**src/hw/rtl/bwat_pkg.sv**
```systemverilog
`default_nettype none

package bwat_pkg;

	localparam int NOW_W      = 23;
	localparam int ACT_W      = 16;
	localparam int LEN_W      = 16;
	localparam int CNT_REG_W  = 7;
	localparam int TOT_W      = 23;
	localparam int OUT_W      = 22;
	localparam int DIV_STEPS  = 23;
	localparam int DIVCNT_W   = 5;
	localparam int APB_DW     = 32;
	localparam int APB_AW     = 3;

	localparam logic [LEN_W-1:0]     LEN_RESET   = 16'd60;
	localparam logic [CNT_REG_W-1:0] COUNT_RESET = 7'd60;

	// register select taken from the word address bit
	localparam logic REG_LENGTH = 1'b0;
	localparam logic REG_COUNT  = 1'b1;

	typedef enum logic [3:0] {
		OP_NONE,
		OP_LOAD,
		OP_CFG_CLR,
		OP_CLR_STEP,
		OP_DIV_INIT,
		OP_DIV_STEP,
		OP_FULL,
		OP_SCAN_INIT,
		OP_SCAN_RD,
		OP_SCAN_WR,
		OP_ADD_RD,
		OP_ADD_WR,
		OP_OUT
	} op_t;

	typedef struct packed {
		logic need_adv;
		logic div_done;
		logic full_adv;
		logic scan_last;
		logic clr_last;
		logic act_pos;
		logic out_free;
	} sts_t;

endpackage

`default_nettype wire

```
**src/hw/rtl/bwat_ctrl.sv**
```systemverilog
`default_nettype none

module bwat_ctrl
	import bwat_pkg::*;
(
	input  wire  clk,
	input  wire  arst_n,
	input  wire  in_valid,
	input  wire  cfg_clear,
	input  sts_t sts,
	output op_t  cmd,
	output logic in_stall
);

	typedef enum logic [3:0] {
		S_CLEAR,
		S_IDLE,
		S_CHECK,
		S_DIV,
		S_DECIDE,
		S_SCAN_RD,
		S_SCAN_WR,
		S_ADD,
		S_ADD_WR,
		S_DONE
	} state_t;

	state_t state_q, state_d;
	logic   ret_add_q, ret_add_d;

	always_comb begin
		state_d   = state_q;
		ret_add_d = ret_add_q;
		cmd       = OP_NONE;
		unique case (state_q)
			S_CLEAR: begin
				if (cfg_clear && !ret_add_q) begin
					// restart the sweep from the bottom
					cmd = OP_CFG_CLR;
				end else begin
					cmd = OP_CLR_STEP;
					if (sts.clr_last) begin
						state_d = ret_add_q ? S_ADD : S_IDLE;
					end
				end
			end
			S_IDLE: begin
				if (cfg_clear) begin
					cmd       = OP_CFG_CLR;
					ret_add_d = 1'b0;
					state_d   = S_CLEAR;
				end else if (in_valid) begin
					cmd     = OP_LOAD;
					state_d = S_CHECK;
				end
			end
			S_CHECK: begin
				if (sts.need_adv) begin
					cmd     = OP_DIV_INIT;
					state_d = S_DIV;
				end else begin
					state_d = S_ADD;
				end
			end
			S_DIV: begin
				if (sts.div_done) begin
					state_d = S_DECIDE;
				end else begin
					cmd = OP_DIV_STEP;
				end
			end
			S_DECIDE: begin
				if (sts.full_adv) begin
					cmd       = OP_FULL;
					ret_add_d = 1'b1;
					state_d   = S_CLEAR;
				end else begin
					cmd     = OP_SCAN_INIT;
					state_d = S_SCAN_RD;
				end
			end
			S_SCAN_RD: begin
				cmd     = OP_SCAN_RD;
				state_d = S_SCAN_WR;
			end
			S_SCAN_WR: begin
				cmd     = OP_SCAN_WR;
				state_d = sts.scan_last ? S_ADD : S_SCAN_RD;
			end
			S_ADD: begin
				if (sts.act_pos) begin
					cmd     = OP_ADD_RD;
					state_d = S_ADD_WR;
				end else begin
					state_d = S_DONE;
				end
			end
			S_ADD_WR: begin
				cmd     = OP_ADD_WR;
				state_d = S_DONE;
			end
			S_DONE: begin
				// hold until the output register can take the total
				if (sts.out_free) begin
					cmd     = OP_OUT;
					state_d = S_IDLE;
				end
			end
			default: begin
				state_d = S_IDLE;
			end
		endcase
	end

	assign in_stall = (state_q != S_IDLE) || cfg_clear;

	always_ff @(posedge clk or negedge arst_n) begin
		if (!arst_n) begin
			state_q   <= S_CLEAR;
			ret_add_q <= 1'b0;
		end else begin
			state_q   <= state_d;
			ret_add_q <= ret_add_d;
		end
	end

endmodule

`default_nettype wire

```
**src/hw/rtl/bwat_datapath.sv**
```systemverilog
`default_nettype none

module bwat_datapath
	import bwat_pkg::*;
#(
	parameter int MAX_BUCKETS = 64
) (
	input  wire                        clk,
	input  wire                        arst_n,
	input  op_t                        cmd,
	output sts_t                       sts,
	input  wire  [LEN_W-1:0]           bucket_length,
	input  wire  [CNT_REG_W-1:0]       bucket_count,
	input  wire  [NOW_W-1:0]           now_seconds,
	input  wire  signed [ACT_W-1:0]    active_seconds,
	input  wire                        out_stall,
	output logic                       out_valid,
	output logic [OUT_W-1:0]           window_total
);

	localparam int IDX_W = (MAX_BUCKETS > 1) ? $clog2(MAX_BUCKETS) : 1;
	localparam int CNT_W = $clog2(MAX_BUCKETS + 1);
	localparam int CMP_W = (CNT_W > CNT_REG_W) ? CNT_W : CNT_REG_W;

	logic [LEN_W-1:0] mem [MAX_BUCKETS];

	logic [NOW_W-1:0]    now_q, start_q, quo_q;
	logic [ACT_W-1:0]    act_q;
	logic                started_q;
	logic [TOT_W-1:0]    total_q;
	logic [IDX_W-1:0]    cur_q, idx_q, clr_q;
	logic [CNT_W-1:0]    left_q;
	logic [LEN_W-1:0]    rem_q, rd_q;
	logic [DIVCNT_W-1:0] div_cnt_q;
	logic                out_valid_q;
	logic [OUT_W-1:0]    window_total_q;

	logic [LEN_W-1:0] len_eff;
	logic [CMP_W-1:0] count_ext;
	logic [CNT_W-1:0] n_eff;
	logic [NOW_W-1:0] elapsed;
	logic [CNT_W-1:0] cur_inc, idx_inc;
	logic [IDX_W-1:0] cur_next, idx_next;
	logic [LEN_W:0]   div_sh;
	logic             div_ge;
	logic [LEN_W:0]   add_sum;
	logic [LEN_W-1:0] add_next;

	logic             mem_we;
	logic [IDX_W-1:0] mem_waddr;
	logic [LEN_W-1:0] mem_wdata;

	always_comb begin
		len_eff   = (bucket_length == '0) ? LEN_W'(1) : bucket_length;
		count_ext = CMP_W'(bucket_count);
		if (count_ext == '0) begin
			n_eff = CNT_W'(1);
		end else if (count_ext > CMP_W'(MAX_BUCKETS)) begin
			n_eff = CNT_W'(MAX_BUCKETS);
		end else begin
			n_eff = CNT_W'(count_ext);
		end
	end

	assign elapsed  = now_q - start_q;
	assign cur_inc  = CNT_W'(cur_q) + CNT_W'(1);
	assign idx_inc  = CNT_W'(idx_q) + CNT_W'(1);
	assign cur_next = (cur_inc >= n_eff) ? '0 : IDX_W'(cur_inc);
	assign idx_next = (idx_inc >= n_eff) ? '0 : IDX_W'(idx_inc);

	// one restoring step of elapsed / bucket length
	assign div_sh = {rem_q, quo_q[NOW_W-1]};
	assign div_ge = div_sh >= {1'b0, len_eff};

	assign add_sum  = {1'b0, rd_q} + {2'b0, act_q[ACT_W-2:0]};
	assign add_next = (add_sum > {1'b0, len_eff}) ? len_eff : add_sum[LEN_W-1:0];

	always_comb begin
		sts.need_adv  = (now_q >= start_q) && (elapsed >= NOW_W'(len_eff));
		sts.div_done  = div_cnt_q == DIVCNT_W'(DIV_STEPS);
		sts.full_adv  = quo_q >= NOW_W'(n_eff);
		sts.scan_last = left_q == CNT_W'(1);
		sts.clr_last  = clr_q == IDX_W'(MAX_BUCKETS - 1);
		sts.act_pos   = !act_q[ACT_W-1] && (act_q != '0);
		sts.out_free  = !out_valid_q || !out_stall;
	end

	always_comb begin
		mem_we    = 1'b0;
		mem_waddr = cur_q;
		mem_wdata = '0;
		case (cmd)
			OP_CLR_STEP: begin
				mem_we    = 1'b1;
				mem_waddr = clr_q;
			end
			OP_SCAN_WR: begin
				mem_we    = 1'b1;
				mem_waddr = idx_q;
			end
			OP_ADD_WR: begin
				mem_we    = 1'b1;
				mem_wdata = add_next;
			end
			default: begin
				mem_we = 1'b0;
			end
		endcase
	end

	always_ff @(posedge clk) begin
		if (mem_we) begin
			mem[mem_waddr] <= mem_wdata;
		end
		if (cmd == OP_SCAN_RD) begin
			rd_q <= mem[idx_q];
		end else if (cmd == OP_ADD_RD) begin
			rd_q <= mem[cur_q];
		end
	end

	always_ff @(posedge clk) begin
		case (cmd)
			OP_LOAD: begin
				now_q <= now_seconds;
				act_q <= active_seconds;
			end
			OP_DIV_INIT: begin
				quo_q <= elapsed;
				rem_q <= '0;
			end
			OP_DIV_STEP: begin
				rem_q <= div_ge ? LEN_W'(div_sh - {1'b0, len_eff}) : div_sh[LEN_W-1:0];
				quo_q <= {quo_q[NOW_W-2:0], div_ge};
			end
			OP_SCAN_INIT: begin
				idx_q  <= cur_next;
				left_q <= CNT_W'(quo_q);
			end
			OP_SCAN_WR: begin
				idx_q  <= idx_next;
				left_q <= left_q - CNT_W'(1);
			end
			OP_OUT: begin
				window_total_q <= total_q[OUT_W-1:0];
			end
			default: begin
				now_q <= now_q;
			end
		endcase
	end

	always_ff @(posedge clk or negedge arst_n) begin
		if (!arst_n) begin
			start_q     <= '0;
			started_q   <= 1'b0;
			total_q     <= '0;
			cur_q       <= '0;
			clr_q       <= '0;
			div_cnt_q   <= '0;
			out_valid_q <= 1'b0;
		end else begin
			// load a new total, else hold while the receiver stalls
			out_valid_q <= (cmd == OP_OUT) || (out_valid_q && out_stall);
			case (cmd)
				OP_LOAD: begin
					if (!started_q) begin
						start_q   <= now_seconds;
						started_q <= 1'b1;
					end
				end
				OP_CFG_CLR: begin
					total_q <= '0;
					cur_q   <= '0;
					clr_q   <= '0;
				end
				OP_CLR_STEP: begin
					clr_q <= sts.clr_last ? '0 : clr_q + IDX_W'(1);
				end
				OP_DIV_INIT: begin
					div_cnt_q <= '0;
				end
				OP_DIV_STEP: begin
					div_cnt_q <= div_cnt_q + DIVCNT_W'(1);
				end
				OP_FULL: begin
					total_q <= '0;
					cur_q   <= '0;
					clr_q   <= '0;
					start_q <= now_q;
				end
				OP_SCAN_INIT: begin
					start_q <= now_q;
				end
				OP_SCAN_WR: begin
					// the last bucket passed becomes the current one
					total_q <= total_q - TOT_W'(rd_q);
					cur_q   <= idx_q;
				end
				OP_ADD_WR: begin
					total_q <= total_q - TOT_W'(rd_q) + TOT_W'(add_next);
				end
				default: begin
					clr_q <= clr_q;
				end
			endcase
		end
	end

	assign out_valid    = out_valid_q;
	assign window_total = window_total_q;

endmodule

`default_nettype wire

```
**src/hw/rtl/bucketed_window_activity_total_unit.sv**
```systemverilog
// Sliding-window activity total over a ring of MAX_BUCKETS time buckets. Each request
// carries the time in seconds and the active seconds to add, and returns one window total.
// Requests are handled one at a time. A request that moves the ring first runs the
// 23-step divider and its decision, then reads and clears each bucket passed (single-port
// bucket memory, read then clear), or clears the whole ring; a positive count of active
// seconds is then added to the current bucket. After reset, and after a bucket_count
// write taken while idle, a clearing pass runs through the whole bucket memory with
// in_stall high. The next request is taken while a result waits on out_stall.
// Registers: bucket_length at byte address 0, bucket_count at byte address 4.
`default_nettype none

module bucketed_window_activity_total_unit
	import bwat_pkg::*;
#(
	parameter int MAX_BUCKETS = 64
) (
	input  wire                     clk,
	input  wire                     arst_n,
	input  wire                     psel,
	input  wire                     penable,
	input  wire                     pwrite,
	input  wire  [APB_AW-1:0]       paddr,
	input  wire  [APB_DW-1:0]       pwdata,
	output logic [APB_DW-1:0]       prdata,
	output logic                    pready,
	input  wire                     in_valid,
	output logic                    in_stall,
	input  wire  [NOW_W-1:0]        now_seconds,
	input  wire  signed [ACT_W-1:0] active_seconds,
	output logic                    out_valid,
	input  wire                     out_stall,
	output logic [OUT_W-1:0]        window_total
);

	logic [LEN_W-1:0]     bucket_length_q;
	logic [CNT_REG_W-1:0] bucket_count_q;
	logic                 cfg_wr;
	logic                 cfg_clear;
	op_t                  cmd;
	sts_t                 sts;

	assign pready    = 1'b1;
	assign cfg_wr    = psel && penable && pwrite && pready;
	assign cfg_clear = cfg_wr && (paddr[2] == REG_COUNT);

	always_ff @(posedge clk or negedge arst_n) begin
		if (!arst_n) begin
			bucket_length_q <= LEN_RESET;
			bucket_count_q  <= COUNT_RESET;
		end else if (cfg_wr) begin
			unique case (paddr[2])
				REG_LENGTH: bucket_length_q <= pwdata[LEN_W-1:0];
				REG_COUNT:  bucket_count_q  <= pwdata[CNT_REG_W-1:0];
				default:    bucket_length_q <= bucket_length_q;
			endcase
		end
	end

	always_comb begin
		unique case (paddr[2])
			REG_LENGTH: prdata = APB_DW'(bucket_length_q);
			REG_COUNT:  prdata = APB_DW'(bucket_count_q);
			default:    prdata = '0;
		endcase
	end

	bwat_ctrl u_ctrl (
		.clk       (clk),
		.arst_n    (arst_n),
		.in_valid  (in_valid),
		.cfg_clear (cfg_clear),
		.sts       (sts),
		.cmd       (cmd),
		.in_stall  (in_stall)
	);

	bwat_datapath #(
		.MAX_BUCKETS (MAX_BUCKETS)
	) u_datapath (
		.clk            (clk),
		.arst_n         (arst_n),
		.cmd            (cmd),
		.sts            (sts),
		.bucket_length  (bucket_length_q),
		.bucket_count   (bucket_count_q),
		.now_seconds    (now_seconds),
		.active_seconds (active_seconds),
		.out_stall      (out_stall),
		.out_valid      (out_valid),
		.window_total   (window_total)
	);

endmodule

`default_nettype wire

```
**config.mk**
```make
export PLATFORM = sky130hd
export DESIGN_NAME = bucketed_window_activity_total_unit
export DESIGN_NICKNAME = d
export VERILOG_FILES = /design/src/hw/rtl/bwat_pkg.sv /design/src/hw/rtl/bwat_ctrl.sv /design/src/hw/rtl/bwat_datapath.sv /design/src/hw/rtl/bucketed_window_activity_total_unit.sv
export SDC_FILE = /design/constraint.sdc
export NUM_CORES = 2
export LEC_CHECK = 0
export BUFFER_PORTS_ARGS = -buffer_cell sky130_fd_sc_hd__buf_2
export CORE_MARGIN = 5
export CORE_UTILIZATION = 41
export CTS_BUF_LIST = sky130_fd_sc_hd__clkbuf_4
export CTS_CLUSTER_SIZE = 14
export DETAILED_ROUTE_END_ITERATION = 6
export PLACE_DENSITY_LB_ADDON = 0.1
export SYNTH_ARGS = -nofsm -noshare
export SYNTH_HDL_FRONTEND = slang
export SYNTH_SLANG_ARGS = --single-unit
```
**constraint.sdc**
```tcl
create_clock -name clk -period 13.42 [get_ports clk]
set_input_delay 2.013 -clock clk [delete_from_list [all_inputs] [get_ports clk]]
set_output_delay 2.013 -clock clk [all_outputs]
set_load 0.005 [all_outputs]
```
==> impl_metrics.csv <==
group,metric,value,unit
run_status,status,"finished, final reports clean",
global_routing,grt_pass1_wl,284000,um
worst_setup_path,crit_start,"u_datapath.rd_q[1]$_DFFE_PP_",
detailed_routing,num_vias,40100,
worst_setup_path,cp-endpoint,"u_datapath.total_q[18]$_DFFE_PN0P_",
timing,setup_slack,5.23,ns
worst_setup_path,critPathCaptureType,"flop",
worst_setup_path,worst_r2r_startpoint,"u_datapath.rd_q[1]$_DFFE_PP_",
detailed_routing,vias_per_cell,6.00,
clock_tree,post_cts_buffers,0,
placement,gp_congestion,0.842,
global_routing,grt_pass1_vias,40000,
logic_synthesis,synthFlopType,"edfxtp_1",
timing,drv_slew,0,
global_routing,grt_usage,24.2,%
logic_synthesis,ys_top_cells_by_count,"edfxtp_1 (1153), mux4_2 (464), mux2i_1 (229)",
logic_synthesis,avgSynthCellArea,15.6,sq um
logic_synthesis,synth_top_cell_area_share,54.9,%
finish,area_growth,12.4,%
finish,layout-drive-gt1-share,32.4,%
timing,hold_slack,0.472,ns
worst_setup_path,start_kind,"flop",
clock_tree,clk_pin_slew_worst_paths,0.07,ns
timing,slew-limit-headroom,27.8,%
global_routing,grt_start_max_net_pins,114,
logic_synthesis,synth-compound-area-share,7.77,%
timing,rsz0062_at_grt,"false",
logic_synthesis,synth_edf_count,1153,
worst_setup_path,critPathSlowestCell,"o21ai_0",
logic_synthesis,synthTopCellsByArea,"edfxtp_1 (55%), mux4_2 (17%), mux2i_1 (3.6%)",
timing,tns,0,ns
power_and_ir_drop,p_leak,24.7,nW
worst_setup_path,crit_fanout,10,
logic_synthesis,synth_xor_xnor_area_share,1.27,%
floorplanning,rows,143,
logic_synthesis,syn_area,0.0630,sq mm
timing,fin_crit,8.19,ns
timing,finalHoldViolCount,0,
logic_synthesis,synthAdderAreaFrac,3.00,%
placement,dp.final_hpwl,118000,um
timing,tightest_slew,1.08,ns
detailed_routing,drt-wirelength-per-cell,29.8,um
logic_synthesis,synthArstFlopShare,7.35,%
clock_tree,hold_buffers,0,
placement,post_dp_cell_area,0.0664,sq mm
finish,multiInputGateArea,0.0248,sq mm
timing,fin_crit_sh,61.0,%
placement,pre_cts_ws,5.40,ns
detailed_routing,first_iter_violations,3821,
global_routing,grt_overflow_total,0,
logic_synthesis,synth_seq_area_share,58.8,%
clock_tree,insertion_delay,1.36,ns
finish,n_fill_cell,13500,
finish,utilization,46.5,%
detailed_routing,drt_wl_total,199000,um
timing,finClkSkew,0.143,ns
logic_synthesis,synth_top_family_by_area,"multiplexers",
logic_synthesis,synth_seq_cells,1251,
floorplanning,start_util,41.3,%
logic_synthesis,synth.area.mux_share,22.4,%
timing,fmax,122,MHz
clock_tree,cts_made_buffers,363,
logic_synthesis,yosysWarningCount,0,
floorplanning,die_h,402,um
hold_path,hp-class,"flop to flop",
power_and_ir_drop,powerDensity,203,mW/mm^2
clock_tree,htreeDepth,5,
finish,regArea,0.0371,sq mm
floorplanning,core_area,0.152,sq mm
finish,fin_area,0.0708,sq mm
logic_synthesis,yosysUniqueCellTypes,86,
worst_setup_path,crit_type,"flop to flop",
worst_setup_path,r2r-end,"u_datapath.total_q[18]$_DFFE_PN0P_",
clock_tree,clock_sinks,1251,
clock_tree,clockBufferDepth,4,
logic_synthesis,synth_most_common_cell,"edfxtp_1",
timing,finalSetupViolations,0,
floorplanning,boundaryPins,138,
floorplanning,dieArea,0.162,sq mm
global_routing,antenna_found_initial,4,
clock_tree,ctsResizeCount,0,
finish,nets,4614,
floorplanning,die_x,402,um
logic_synthesis,synth_top_area_cell,"edfxtp_1",
clock_tree,cts_tree,"yes",
clock_tree,cts_root_buf,"clkbuf_4",
logic_synthesis,synthSimpleGateAreaFrac,4.46,%
worst_setup_path,reg2reg_slack,5.23,ns
worst_setup_path,cp_data_arrival_time,9.29,ns
worst_setup_path,critical_path_required,14.51,ns
detailed_routing,ant_nets,0,
placement,io_buffers,102,
detailed_routing,drc,0,
worst_setup_path,r2r_cells,36,
worst_setup_path,critical_path.max_stage_delay,0.47,ns
detailed_routing,drtPass1Iterations,5,
logic_synthesis,synthCells,4043,
power_and_ir_drop,ir_drop,0.000112,V
flow_run,cap_violations,0,
## kinds of logic (layout without fill, tap and decap cells)
kind of cell / count (synthesis) / count (layout)
compound gates: 759 / 759
other cells: 2 / 28
mux: 814 / 814
buf+inv: 368 / 944
simple gates: 611 / 611
fa+ha+maj: 148 / 148
xor+xnor: 90 / 90
flops: 1251 / 1251
## through the flow
step           power (mW)  instances
6_report             14.4       6675
5_1_grt              15.3       6674
4_1_cts              14.5       6664
3_5_place_dp         10.9       6050
3_3_place_gp         10.9       6050
2_1_floorplan        9.06       4058
## layout make-up
| cell class | instances | share of cell area [%] |
|---|---|---|
| Sequential cell | 1251 | 52.4 |
| Multi-Input combinational cell | 2439 | 35.1 |
| Clock inverter | 75 | 0.569 |
| Antenna cell | 11 | 0.0389 |
| Timing Repair Buffer | 226 | 2.11 |
| Clock buffer | 539 | 5.71 |
| Tap cell | 2030 | 3.59 |
| Inverter | 104 | 0.551 |
## worst min-delay path by stage
stage | start | end | slack [ns] | cells past startpoint
after CTS | u_datapath.started_q$_DFFE_PN0P_ | u_datapath.started_q$_DFFE_PN0P_ | 0.47 | 1
after global routing | u_datapath.started_q$_DFFE_PN0P_ | u_datapath.started_q$_DFFE_PN0P_ | 0.50 | 1
after floorplan | u_datapath.total_q[18]$_DFFE_PN0P_ | u_datapath.window_total[18]$_DFFE_PP_ | 0.42 | 0
final | u_datapath.started_q$_DFFE_PN0P_ | u_datapath.started_q$_DFFE_PN0P_ | 0.47 | 1
after global placement | u_datapath.started_q$_DFFE_PN0P_ | u_datapath.started_q$_DFFE_PN0P_ | 0.45 | 1
after detailed placement | u_datapath.started_q$_DFFE_PN0P_ | u_datapath.started_q$_DFFE_PN0P_ | 0.45 | 1
## worst max-delay path, delay by kind of cell, from the launching register on
kind                     cells  cell delay [ns]
flip-flops                   1             0.45
AND/OR/NAND/NOR              5             0.77
AO/OA/AOI/OAI               24             5.07
buffers and inverters        1             0.07
adder cells (fa/ha/maj)      4             1.28
XOR/XNOR                     2             0.40
## layer usage
layer  track usage, %  routed length [um]  vias up
met3             5.91               15900      387
met4             9.89                8060        2
met5                0                  17        -
met2             39.0               94700     1671
met1             31.7               80100    20700
li1                 -                   -    17300
## state kept, by name, summed over array words and instances (netlist names), 22 cells and up, named ones only
| name | cells |
|---|---|
| u_datapath.mem | 1024 |
| u_datapath.now_q | 23 |
| u_datapath.quo_q | 23 |
| u_datapath.start_q | 23 |
| u_datapath.total_q | 22 |
| u_datapath.window_total | 22 |
## power breakdown
group          switching, mW  internal, mW
Sequential             0.328          4.65
Combinational           3.51          2.36
Clock                   1.66          1.89
Total                   5.49          8.90
## layout by cell type, fill, tap and decap left out, types with 68 or more instances in the layout
cell type / instances
edfxtp_1: 1153
clkbuf_4: 539
mux4_2: 464
mux2i_1: 229
nand2_1: 206
a21oi_1: 203
o21ai_0: 171
ha_1: 143
mux2_2: 121
buf_4: 121
nor2_1: 107
inv_1: 103
buf_2: 101
dfrtp_1: 79
a211oi_1: 72
o22ai_1: 68
Note: power is estimated with default switching activity, not from simulation.
